`config.mk`:
```
export PLATFORM = sky130hd
export DESIGN_NAME = crc_packet_framer_unit
export DESIGN_NICKNAME = d
export VERILOG_FILES = /design/src/design/crcpf_pkg.sv /design/src/design/crcpf_crc_unit.sv /design/src/design/crc_packet_framer_unit.sv
export SDC_FILE = /design/constraint.sdc
export NUM_CORES = 1
export LEC_CHECK = 0
export ABC_AREA = 1
export BUFFER_PORTS_ARGS = -buffer_cell sky130_fd_sc_hd__buf_4
export CORE_MARGIN = 2
export CORE_UTILIZATION = 35
export DETAILED_ROUTE_END_ITERATION = 8
export SYNTH_ARGS = -nofsm -noshare
export SYNTH_HDL_FRONTEND = slang
export SYNTH_SLANG_ARGS = --single-unit
```
`constraint.sdc`:
```
create_clock -name clk -period 4.3 [get_ports clk]
set_input_delay 0 -clock clk [delete_from_list [all_inputs] [get_ports clk]]
set_output_delay 0 -clock clk [all_outputs]
set_load 0.01 [all_outputs]
```
`src/design/crcpf_pkg.sv`:
```
// Shared types, constants and the byte-wide CRC-16 update for the packet framer.
package crcpf_pkg;

    localparam logic [15:0] MAX_PAYLOAD = 16'd1024;
    localparam logic [15:0] CRC_INIT    = 16'hFFFF;
    localparam logic [15:0] CRC_POLY    = 16'h1021;
    localparam logic [15:0] CRC_TOP     = 16'h8000;

    localparam int CFG_INDEX_W = 2;
    localparam logic [CFG_INDEX_W-1:0] CFG_MAGIC_FIRST      = 2'd0;
    localparam logic [CFG_INDEX_W-1:0] CFG_MAGIC_SECOND     = 2'd1;
    localparam logic [CFG_INDEX_W-1:0] CFG_PROTOCOL_VERSION = 2'd2;

    typedef logic [3:0] idx_t;

    // result positions within a start transaction
    localparam idx_t HDR_LAST_IDX = 4'd11;
    localparam idx_t HDR_CRC_LO   = 4'd12;
    localparam idx_t HDR_CRC_HI   = 4'd13;
    // result positions within a payload transaction
    localparam idx_t PAY_CRC_LO   = 4'd1;
    localparam idx_t PAY_CRC_HI   = 4'd2;

    typedef enum logic {
        OP_START   = 1'b0,
        OP_PAYLOAD = 1'b1
    } op_t;

    typedef struct packed {
        logic       clear;
        logic       feed;
        logic [7:0] data;
    } crc_ctl_t;

    function automatic logic [15:0] crc_feed(input logic [15:0] crc_in, input logic [7:0] b);
        logic [15:0] c;
        c = crc_in ^ {b, 8'h00};
        for (int i = 0; i < 8; i++) begin
            if ((c & CRC_TOP) != 16'h0000)
                c = {c[14:0], 1'b0} ^ CRC_POLY;
            else
                c = {c[14:0], 1'b0};
        end
        return c;
    endfunction

endpackage

```
`src/design/crcpf_crc_unit.sv`:
```
// Running CRC-16/CCITT-FALSE register with one-byte-per-cycle update.
module crcpf_crc_unit
    import crcpf_pkg::*;
(
    input  logic        clk,
    input  logic        rst_n,
    input  crc_ctl_t    ctl,
    output logic [15:0] crc
);

    logic [15:0] crc_reg;
    logic [15:0] crc_next;

    always_comb
    begin
        crc_next = crc_reg;
        if (ctl.clear)
            crc_next = CRC_INIT;
        else if (ctl.feed)
            crc_next = crc_feed(crc_reg, ctl.data);
    end

    always_ff @(posedge clk or negedge rst_n)
    begin
        if (!rst_n)
            crc_reg <= CRC_INIT;
        else
            crc_reg <= crc_next;
    end

    assign crc = crc_reg;

    a_clear_wins: assert property (@(posedge clk) disable iff (!rst_n)
        ctl.clear |=> crc_reg == CRC_INIT)
        else $error("crc not reinitialized after clear");

    a_hold: assert property (@(posedge clk) disable iff (!rst_n)
        !ctl.clear && !ctl.feed |=> $stable(crc_reg))
        else $error("crc changed without feed");

    a_feed: assert property (@(posedge clk) disable iff (!rst_n)
        !ctl.clear && ctl.feed |=> crc_reg == crc_feed($past(crc_reg), $past(ctl.data)))
        else $error("crc update mismatch");

endmodule

```
`src/design/crc_packet_framer_unit.sv`:
```
// Top level of the packet framer: input register, result sequencer and output register.
//
// Usage:
//   Input channel (in_valid/in_ready) takes one transaction: op 0 starts a frame
//   with frame_type, data_length, sequence_number and timestamp; op 1 carries
//   one payload_byte. Output channel (out_valid/out_ready) delivers one byte per
//   transaction with last on the final byte caused by an input and error on the
//   single result of a rejected input. cfg_wr_en writes magic and version bytes.
//   An accepted input enters the input register, its first result then the
//   output register. Throughput: one output byte per cycle unless the receiver
//   stalls. A payload byte gives one result, the final one also both CRC bytes;
//   a start the header bytes up to the timestamp, plus the header CRC at zero
//   length; an error one result. The output stream is the limit: the next input
//   is accepted in the same cycle the current one's last byte is registered.
//   Reset: no frame open, CRC at 0xFFFF, config registers zero, channels empty.
//   Receiver stall: the output register holds its byte; the held input waits and
//   in_ready drops once an input is already held.
module crc_packet_framer_unit
    import crcpf_pkg::*;
(
    input  logic                   clk,
    input  logic                   rst_n,
    input  logic                   cfg_wr_en,
    input  logic [CFG_INDEX_W-1:0] cfg_index,
    input  logic [7:0]             cfg_data,
    input  logic                   in_valid,
    output logic                   in_ready,
    input  logic                   op,
    input  logic [7:0]             frame_type,
    input  logic [15:0]            data_length,
    input  logic [15:0]            sequence_number,
    input  logic [31:0]            timestamp,
    input  logic [7:0]             payload_byte,
    output logic                   out_valid,
    input  logic                   out_ready,
    output logic [7:0]             out_byte,
    output logic                   last,
    output logic                   error
);

    logic [7:0]  magic_first_reg;
    logic [7:0]  magic_second_reg;
    logic [7:0]  version_reg;

    logic        cur_valid_reg;
    logic        cur_valid_next;
    op_t         cur_op_reg;
    logic [7:0]  cur_type_reg;
    logic [15:0] cur_len_reg;
    logic [15:0] cur_seq_reg;
    logic [31:0] cur_ts_reg;
    logic [7:0]  cur_byte_reg;
    idx_t        idx_reg;
    idx_t        idx_next;

    logic        frame_open_reg;
    logic        frame_open_next;
    logic [15:0] bytes_left_reg;
    logic [15:0] bytes_left_next;

    logic        out_valid_reg;
    logic        out_valid_next;
    logic [7:0]  out_byte_reg;
    logic        out_last_reg;
    logic        out_error_reg;

    logic        gen;
    logic        accept;
    logic [7:0]  res_byte;
    logic        res_last;
    logic        res_error;
    logic [15:0] crc;
    crc_ctl_t    crc_ctl;

    crcpf_crc_unit u_crc (
        .clk   (clk),
        .rst_n (rst_n),
        .ctl   (crc_ctl),
        .crc   (crc)
    );

    assign gen      = cur_valid_reg && (!out_valid_reg || out_ready);
    assign in_ready = !cur_valid_reg || (gen && res_last);
    assign accept   = in_valid && in_ready;

    always_ff @(posedge clk or negedge rst_n)
    begin
        if (!rst_n) begin
            magic_first_reg  <= 8'h00;
            magic_second_reg <= 8'h00;
            version_reg      <= 8'h00;
        end else if (cfg_wr_en) begin
            case (cfg_index)
                CFG_MAGIC_FIRST:      magic_first_reg  <= cfg_data;
                CFG_MAGIC_SECOND:     magic_second_reg <= cfg_data;
                CFG_PROTOCOL_VERSION: version_reg      <= cfg_data;
                default: ;
            endcase
        end
    end

    // result for the current transaction at position idx_reg
    always_comb
    begin
        res_byte        = 8'h00;
        res_last        = 1'b0;
        res_error       = 1'b0;
        crc_ctl         = '0;
        frame_open_next = frame_open_reg;
        bytes_left_next = bytes_left_reg;

        if (cur_op_reg == OP_START) begin
            if (cur_len_reg > MAX_PAYLOAD) begin
                res_last        = 1'b1;
                res_error       = 1'b1;
                crc_ctl.clear   = 1'b1;
                frame_open_next = 1'b0;
                bytes_left_next = 16'h0000;
            end else begin
                case (idx_reg)
                    4'd0:       res_byte = magic_first_reg;
                    4'd1:       res_byte = magic_second_reg;
                    4'd2:       res_byte = version_reg;
                    4'd3:       res_byte = cur_type_reg;
                    4'd4:       res_byte = cur_len_reg[7:0];
                    4'd5:       res_byte = cur_len_reg[15:8];
                    4'd6:       res_byte = cur_seq_reg[7:0];
                    4'd7:       res_byte = cur_seq_reg[15:8];
                    4'd8:       res_byte = cur_ts_reg[7:0];
                    4'd9:       res_byte = cur_ts_reg[15:8];
                    4'd10:      res_byte = cur_ts_reg[23:16];
                    4'd11:      res_byte = cur_ts_reg[31:24];
                    HDR_CRC_LO: res_byte = crc[7:0];
                    HDR_CRC_HI: res_byte = crc[15:8];
                    default:    res_byte = 8'h00;
                endcase
                crc_ctl.data = res_byte;
                crc_ctl.feed = (idx_reg >= 4'd2) && (idx_reg <= HDR_LAST_IDX);
                if (idx_reg == 4'd0) begin
                    crc_ctl.clear   = 1'b1;
                    frame_open_next = 1'b0;
                    bytes_left_next = 16'h0000;
                end
                if (cur_len_reg == 16'h0000) begin
                    res_last      = (idx_reg == HDR_CRC_HI);
                    crc_ctl.clear = crc_ctl.clear || (idx_reg == HDR_CRC_HI);
                end else if (idx_reg == HDR_LAST_IDX) begin
                    res_last        = 1'b1;
                    frame_open_next = 1'b1;
                    bytes_left_next = cur_len_reg;
                end
            end
        end else begin
            case (idx_reg)
                PAY_CRC_LO:
                begin
                    res_byte = crc[7:0];
                end
                PAY_CRC_HI:
                begin
                    res_byte      = crc[15:8];
                    res_last      = 1'b1;
                    crc_ctl.clear = 1'b1;
                end
                default:
                begin
                    if (!frame_open_reg || bytes_left_reg == 16'h0000) begin
                        res_last  = 1'b1;
                        res_error = 1'b1;
                    end else begin
                        res_byte        = cur_byte_reg;
                        crc_ctl.feed    = 1'b1;
                        crc_ctl.data    = cur_byte_reg;
                        bytes_left_next = bytes_left_reg - 16'd1;
                        if (bytes_left_reg == 16'd1)
                            frame_open_next = 1'b0;
                        else
                            res_last = 1'b1;
                    end
                end
            endcase
        end

        if (!gen) begin
            crc_ctl         = '0;
            frame_open_next = frame_open_reg;
            bytes_left_next = bytes_left_reg;
        end
    end

    always_comb
    begin
        cur_valid_next = cur_valid_reg;
        idx_next       = idx_reg;
        if (accept) begin
            cur_valid_next = 1'b1;
            idx_next       = 4'd0;
        end else if (gen) begin
            if (res_last)
                cur_valid_next = 1'b0;
            idx_next = idx_reg + 4'd1;
        end

        out_valid_next = out_valid_reg;
        if (gen)
            out_valid_next = 1'b1;
        else if (out_ready)
            out_valid_next = 1'b0;
    end

    always_ff @(posedge clk or negedge rst_n)
    begin
        if (!rst_n) begin
            cur_valid_reg  <= 1'b0;
            idx_reg        <= 4'd0;
            frame_open_reg <= 1'b0;
            bytes_left_reg <= 16'h0000;
            out_valid_reg  <= 1'b0;
        end else begin
            cur_valid_reg  <= cur_valid_next;
            idx_reg        <= idx_next;
            frame_open_reg <= frame_open_next;
            bytes_left_reg <= bytes_left_next;
            out_valid_reg  <= out_valid_next;
        end
    end

    always_ff @(posedge clk)
    begin
        if (accept) begin
            cur_op_reg   <= op_t'(op);
            cur_type_reg <= frame_type;
            cur_len_reg  <= data_length;
            cur_seq_reg  <= sequence_number;
            cur_ts_reg   <= timestamp;
            cur_byte_reg <= payload_byte;
        end
        if (gen) begin
            out_byte_reg  <= res_byte;
            out_last_reg  <= res_last;
            out_error_reg <= res_error;
        end
    end

    assign out_valid = out_valid_reg;
    assign out_byte  = out_byte_reg;
    assign last      = out_last_reg;
    assign error     = out_error_reg;

    a_err_last: assert property (@(posedge clk) disable iff (!rst_n)
        out_valid_reg && out_error_reg |-> out_last_reg && out_byte_reg == 8'h00)
        else $error("error result must be last with zero byte");

    a_open_left: assert property (@(posedge clk) disable iff (!rst_n)
        frame_open_reg |-> bytes_left_reg != 16'h0000 && bytes_left_reg <= MAX_PAYLOAD)
        else $error("open frame with bad byte count");

    a_idx_range: assert property (@(posedge clk) disable iff (!rst_n)
        cur_valid_reg |-> idx_reg <= HDR_CRC_HI)
        else $error("result index out of range");

    a_drain: assert property (@(posedge clk) disable iff (!rst_n)
        gen && res_last && !accept |=> !cur_valid_reg)
        else $error("transaction not retired after last result");

endmodule
```
* Word level (Yosys, flattened, before mapping)
Index checks and enable logic that the tools add are counted.
** Word-level totals
- Bits in registers :: 154
- Input port bits :: 96
** Cells by class
- $add $sub $neg :: 2
- Order comparisons :: 3
- Equality and inequality tests :: 19
- Multiplexer cells :: 73
- Bitwise gates (word level) :: 9
- Reductions and logical operators :: 26
** Operators by type and width (count)
- two-way mux 16 bit :: 23
- case mux 8 bit (14 select lines) :: 1
- two-way mux 13 bit :: 8
- zero test 16 bit :: 2
- two-way mux 1 bit :: 29
- two-way mux 9 bit :: 3
- equality test 4 bit, second input constant :: 6
- two-way mux 8 bit :: 3
- inverter 3 bit :: 8
- two-way mux 10 bit :: 2
- equality test 16 x 1 -> 1 bit, second input constant :: 1
- equality test 4 x 3 -> 1 bit, second input constant :: 4
- greater-than comparator 16 x 11 -> 1 bit, second input constant :: 1
- case mux 8 bit (2 select lines) :: 1
- subtractor 16 x 1 -> 16 bit, second input constant :: 1
- bitwise XOR 16 bit :: 1
- equality test 4 x 2 -> 1 bit, second input constant :: 2
- two-way mux 4 bit :: 2
- AND reduction 2 bit :: 4
- nonzero test 2 bit :: 4
- adder 4 x 1 -> 4 bit, second input constant :: 1
- equality test 4 x 1 -> 1 bit, second input constant :: 1
- greater-or-equal comparator 4 x 2 -> 1 bit, second input constant :: 1
- <= comparator 4 bit, second input constant :: 1
- 13 further kinds :: 22

* Logic depth before layout (Yosys ltp)
- Depth after elaboration :: 42
- Mapped depth :: 21

* Modules after synthesis
A second synthesis with hierarchy kept.
** Unflattened totals
- Cells, all modules :: 848
- Area total of the unflattened synthesis :: 7632.3 µm²
** Modules (own cells, without submodules)
- crc_packet_framer_unit :: instances 1, cells each 691, area each 6558.8 µm², seq. area each 3908.7 µm²
- crcpf_crc_unit :: instances 1, cells each 157, area each 1073.5 µm², seq. area each 420.4 µm²

* Least setup slack after synthesis
OpenSTA, ideal clock, no wires.
- Kind :: flip-flop to flip-flop
- Start point :: reg idx_reg[1]
- End point :: reg cur_byte_reg[0], enable pin
- Arrival :: 4033 ps
- Data required time :: 3828 ps
- Setup slack :: -205 ps
- Cell stages (with the launch flop) :: 14
- Clock period less this slack :: 4505 ps
- Cell sequence :: dfrtp_1 inv_1 ha_1 buf_2 inv_1 nor2_8 nor2_2 nand3_2 or2_2 o21ai_1 nand2_1 and2_1 nand2_1 a21oi_2
** On the way
- Cells in the longest elaborated chain, start to end :: 8
- Elaborated cells on any way between the ends :: 12
** RTL lines
- start, declared :: RTL line crc_packet_framer_unit.sv:53 : idx_t idx_reg;
- start signal, assigned :: RTL line crc_packet_framer_unit.sv:221 : idx_reg <= idx_next;
- equality test 4 bit :: RTL line crc_packet_framer_unit.sv:147 : end else if (idx_reg == HDR_LAST_IDX) begin
- two-way mux 1 bit :: RTL line crc_packet_framer_unit.sv:147
- two-way mux 1 bit :: RTL line crc_packet_framer_unit.sv:144 : if (cur_len_reg == 16'h0000) begin
- two-way mux 1 bit :: RTL line crc_packet_framer_unit.sv:113 : if (cur_len_reg > MAX_PAYLOAD) begin
- two-way mux 1 bit (*) :: RTL line crc_packet_framer_unit.sv:112 : if (cur_op_reg == OP_START) begin
- named net res_last :: RTL line crc_packet_framer_unit.sv:70 : logic res_last;
- logical AND 1 bit (*) :: RTL line crc_packet_framer_unit.sv:83 : assign in_ready = !cur_valid_reg || (gen && res_last);
- logical OR 1 bit (*) :: RTL line crc_packet_framer_unit.sv:83
- logical AND 1 bit (*) :: RTL line crc_packet_framer_unit.sv:84 : assign accept = in_valid && in_ready;
- named net accept :: RTL line crc_packet_framer_unit.sv:68 : logic accept;
- end signal, assigned :: RTL line crc_packet_framer_unit.sv:236 : cur_byte_reg <= payload_byte;
- end, declared :: RTL line crc_packet_framer_unit.sv:52 : logic [7:0] cur_byte_reg;
The timed path passes the listed nets; every way through them passes the cells marked *.
A chain may end at the register's enable or synchronous reset.

* Worst setup path in the final report
- Start point :: reg idx_reg[1]
- End point :: reg cur_type_reg[5], enable pin
** On the way
- Cells in the longest elaborated chain, start to end :: 8
- Elaborated cells on any way between the ends :: 12
** RTL lines
- equality test 4 bit :: RTL line crc_packet_framer_unit.sv:147
- two-way mux 1 bit :: RTL line crc_packet_framer_unit.sv:147
- two-way mux 1 bit :: RTL line crc_packet_framer_unit.sv:144
- two-way mux 1 bit :: RTL line crc_packet_framer_unit.sv:113
- two-way mux 1 bit (*) :: RTL line crc_packet_framer_unit.sv:112
- named net res_last :: RTL line crc_packet_framer_unit.sv:70
- logical AND 1 bit (*) :: RTL line crc_packet_framer_unit.sv:83
- logical OR 1 bit (*) :: RTL line crc_packet_framer_unit.sv:83
- logical AND 1 bit (*) :: RTL line crc_packet_framer_unit.sv:84
- named net accept :: RTL line crc_packet_framer_unit.sv:68
- end signal, assigned :: RTL line crc_packet_framer_unit.sv:232 : cur_type_reg <= frame_type;
- end, declared :: RTL line crc_packet_framer_unit.sv:48 : logic [7:0] cur_type_reg;
Marked as above.

==> flow_summary.json <==
{
  "fp.dieArea_um2": 24000,
  "fin_ws_ns": 0.914,
  "syn-instance-count": 932,
  "final.setup.tns_ns": 0,
  "placed_cells": 1296,
  "final_area_um2": 10500,
  "busiest_layer": "met2",
  "synth_edf_count": 91,
  "routabilityCongestion": 0.860,
  "yosysSeqAreaShare_pct": 54.2,
  "cts.sinks": 154,
  "routedWlPerCell_um": 15.8,
  "cp.required_ns": 4.39,
  "startpoint_type": "register",
  "clk_pin_slew_ns": 0.06,
  "hold_violations": 0,
  "period_share_pct": 78.7,
  "largest_reg_flops": 32,
  "min_path_type": "input pin to register",
  "antenna_found_initial": 0,
  "grtUsageMet2_pct": 30.3,
  "ant_nets": 0,
  "wirelength_mm": 22.4,
  "vias_per_cell": 4.91,
  "postCtsSetupBuffers": 0,
  "rsz0062_at_grt": "false",
  "dpl_worst_slack_ns": 0.970,
  "slowest_delay_ns": 0.60,
  "dieWidth_um": 155,
  "path_cells": "inv_1, ha_1, inv_1, nor2_8, nor2_2, nand3_2, or2_2, o21ai_1, nand2_1, and2_1, nand2_1, a21oi_4, buf_12",
  "root_buffer": "clkbuf_16",
  "layout-drive-gt1-share_pct": 16.9,
  "dp_hpwl_mm": 15.4,
  "cap_viol_max_count": 0,
  "ir_drop_mv": 0.293,
  "grt_max_degree": 74,
  "powerDensity_nw_per_um2": 550,
  "n_antenna_cell": 0,
  "yosys-top-cells-area": "edfxtp_1, dfrtp_1, nand2_1, dfstp_2, nand4_1",
  "fin_skew_ns": 0.00911,
  "num-nets-final": 1224,
  "max_freq_mhz": 295,
  "status": "complete, no violations",
  "htree_num_levels": 4,
  "area_delta_synth_final_pct": 31.3,
  "syn-cell-area_um2": 7980,
  "synth_most_common_cell": "nand2_1",
  "endpoint_kind": "register",
  "min_period_ns": 3.39,
  "first_iter_violations": 627,
  "grt_pass1_wl_mm": 35.8,
  "synth_flop_cell": "edfxtp_1",
  "slowest_stage": "ha_1",
  "gr-usage-all-layers_pct": 19.0,
  "dr.pass1.iters": 5,
  "crit_family": "simple AND/OR/NAND/NOR gates",
  "slew_violations": 0,
  "placed_area_um2": 9010,
  "syn_nets": 1034,
  "io_pins": 108,
  "synth.distinct_cells": 39,
  "use_met3_pct": 3.57,
  "clk_latency_ns": 0.43,
  "finalSetupViolCount": 0,
  "avgSynthCellArea_um2": 8.57,
  "async_flop_share_pct": 40.9,
  "cts.path.max_buffers": 2,
  "cts_tree": "done",
  "cts_resized": 0,
  "first_global_vias": 6682,
  "synth_top_area_share_pct": 34.2,
  "worstPathMaxFanout": 73,
  "start_util_pct": 35.5,
  "maxSlewHeadroom_pct": 41.1,
  "core-area_um2": 22500,
  "portBuffers": 107,
  "num_vias": 6978,
  "cts_made_buffers": 17,
  "cp.arrival_ns": 3.47,
  "drc": 0,
  "met1_usage_pct": 26.4,
  "fin_cells": 1420,
  "yosys_warnings": 0,
  "grt-ovfl-total": 0,
  "synth_seq_cells": 154,
  "p_total_uw": 5770,
  "tightestPinTransition_ns": 0.883,
  "die_h_um": 155,
  "num_rows": 55,
  "synth_top_cell_by_area": "edfxtp_1",
  "p_leak_uw": 0.00477,
  "synth_common_cells": "nand2_1, inv_1, edfxtp_1, nor2_1, nand3_1",
  "path_class": "register to register",
  "path_buf_inv": 3
}
==> layout by cell type, fill, tap and decap left out, drive strengths merged, types with 5 or more instances in the layout <==
| cell | n |
|---|---|
| nand3 | 82 |
| inv | 117 |
| o21a | 9 |
| nand2 | 255 |
| clkinv | 10 |
| o22ai | 15 |
| nor3 | 5 |
| edfxtp | 91 |
| ha | 6 |
| clkbuf | 18 |
| nand4 | 66 |
| o21ai | 49 |
| dlygate4sd3 | 92 |
| a21oi | 23 |
| buf | 115 |
| nor2 | 101 |
| dfstp | 16 |
| dfrtp | 47 |
==> through the flow <==
stage / util (%) / hold WS [ns]
after floorplan: - / -0.296
after global placement: 40.0 / 0.168
after detailed placement: 40.0 / 0.169
after CTS: 46.6 / 0.203
after global routing: 46.6 / 0.268
final: 46.6 / 0.206
==> layer usage <==
layer / share of wire (%) / vias to the layer above
li1: - / 3505
met1: 47 / 3255
met2: 47 / 188
met3: 4.3 / 30
met4: 2.0 / 0
met5: 0 / -
==> layout make-up <==
type | instances | area [um2]
multi-input cells | 625 | 3010
fillers | 2069 | 12000
clock inverters | 14 | 123
clock buffers | 18 | 429
repair buffers | 207 | 1800
well taps | 285 | 357
flip-flops and latches | 154 | 4330
inverters | 117 | 442
==> tightest hold or removal path, cell delays in order <==
cell	delay, ns
buf_4	0.12
nand3_1	0.34
o21ai_0	0.12
==> timing repair <==
item,4_1_cts,5_1_grt
hold endpoints to repair,154,0
endpoints found under the setup margin,0,0
hold buffers,92,0
==> report_power, final <==
group | internal (uW) | total, uW | switching [uW] | leakage (uW)
Combinational | 705 | 2150 | 1450 | 0.00288
Clock | 797 | 1420 | 625 | 0.000262
Sequential | 2000 | 2200 | 198 | 0.00163
==> cell families after synthesis <==
| group | share of synthesized area [%] |
|---|---|
| AO/OA/AOI/OAI | 7.49 |
| flip-flops | 54.2 |
| XOR/XNOR | 0.219 |
| AND/OR/NAND/NOR | 28.9 |
| buffers and inverters | 8.20 |
| adder cells (fa/ha/maj) | 0.940 |
==> worst paths after layout <==
kind	startpoint	to	slack [ns]	depth (start not counted)
min in group asynchronous	rst_n	bytes_left_reg[2]$_DFFE_PN0P_	0.26	2
max in group asynchronous	rst_n	version_reg[5]$_DFFE_PN0P_	3.46	2
max	idx_reg[1]$_DFFE_PN0P_	cur_type_reg[5]$_DFFE_PP_	0.91	13
max reg2reg	idx_reg[1]$_DFFE_PN0P_	cur_type_reg[5]$_DFFE_PP_	0.91	13
min reg2reg	magic_first_reg[7]$_DFFE_PN0P_	magic_first_reg[7]$_DFFE_PN0P_	0.49	2
min	cfg_wr_en	magic_first_reg[5]$_DFFE_PN0P_	0.21	3
No activity file was read; power rests on OpenSTA's default activity.
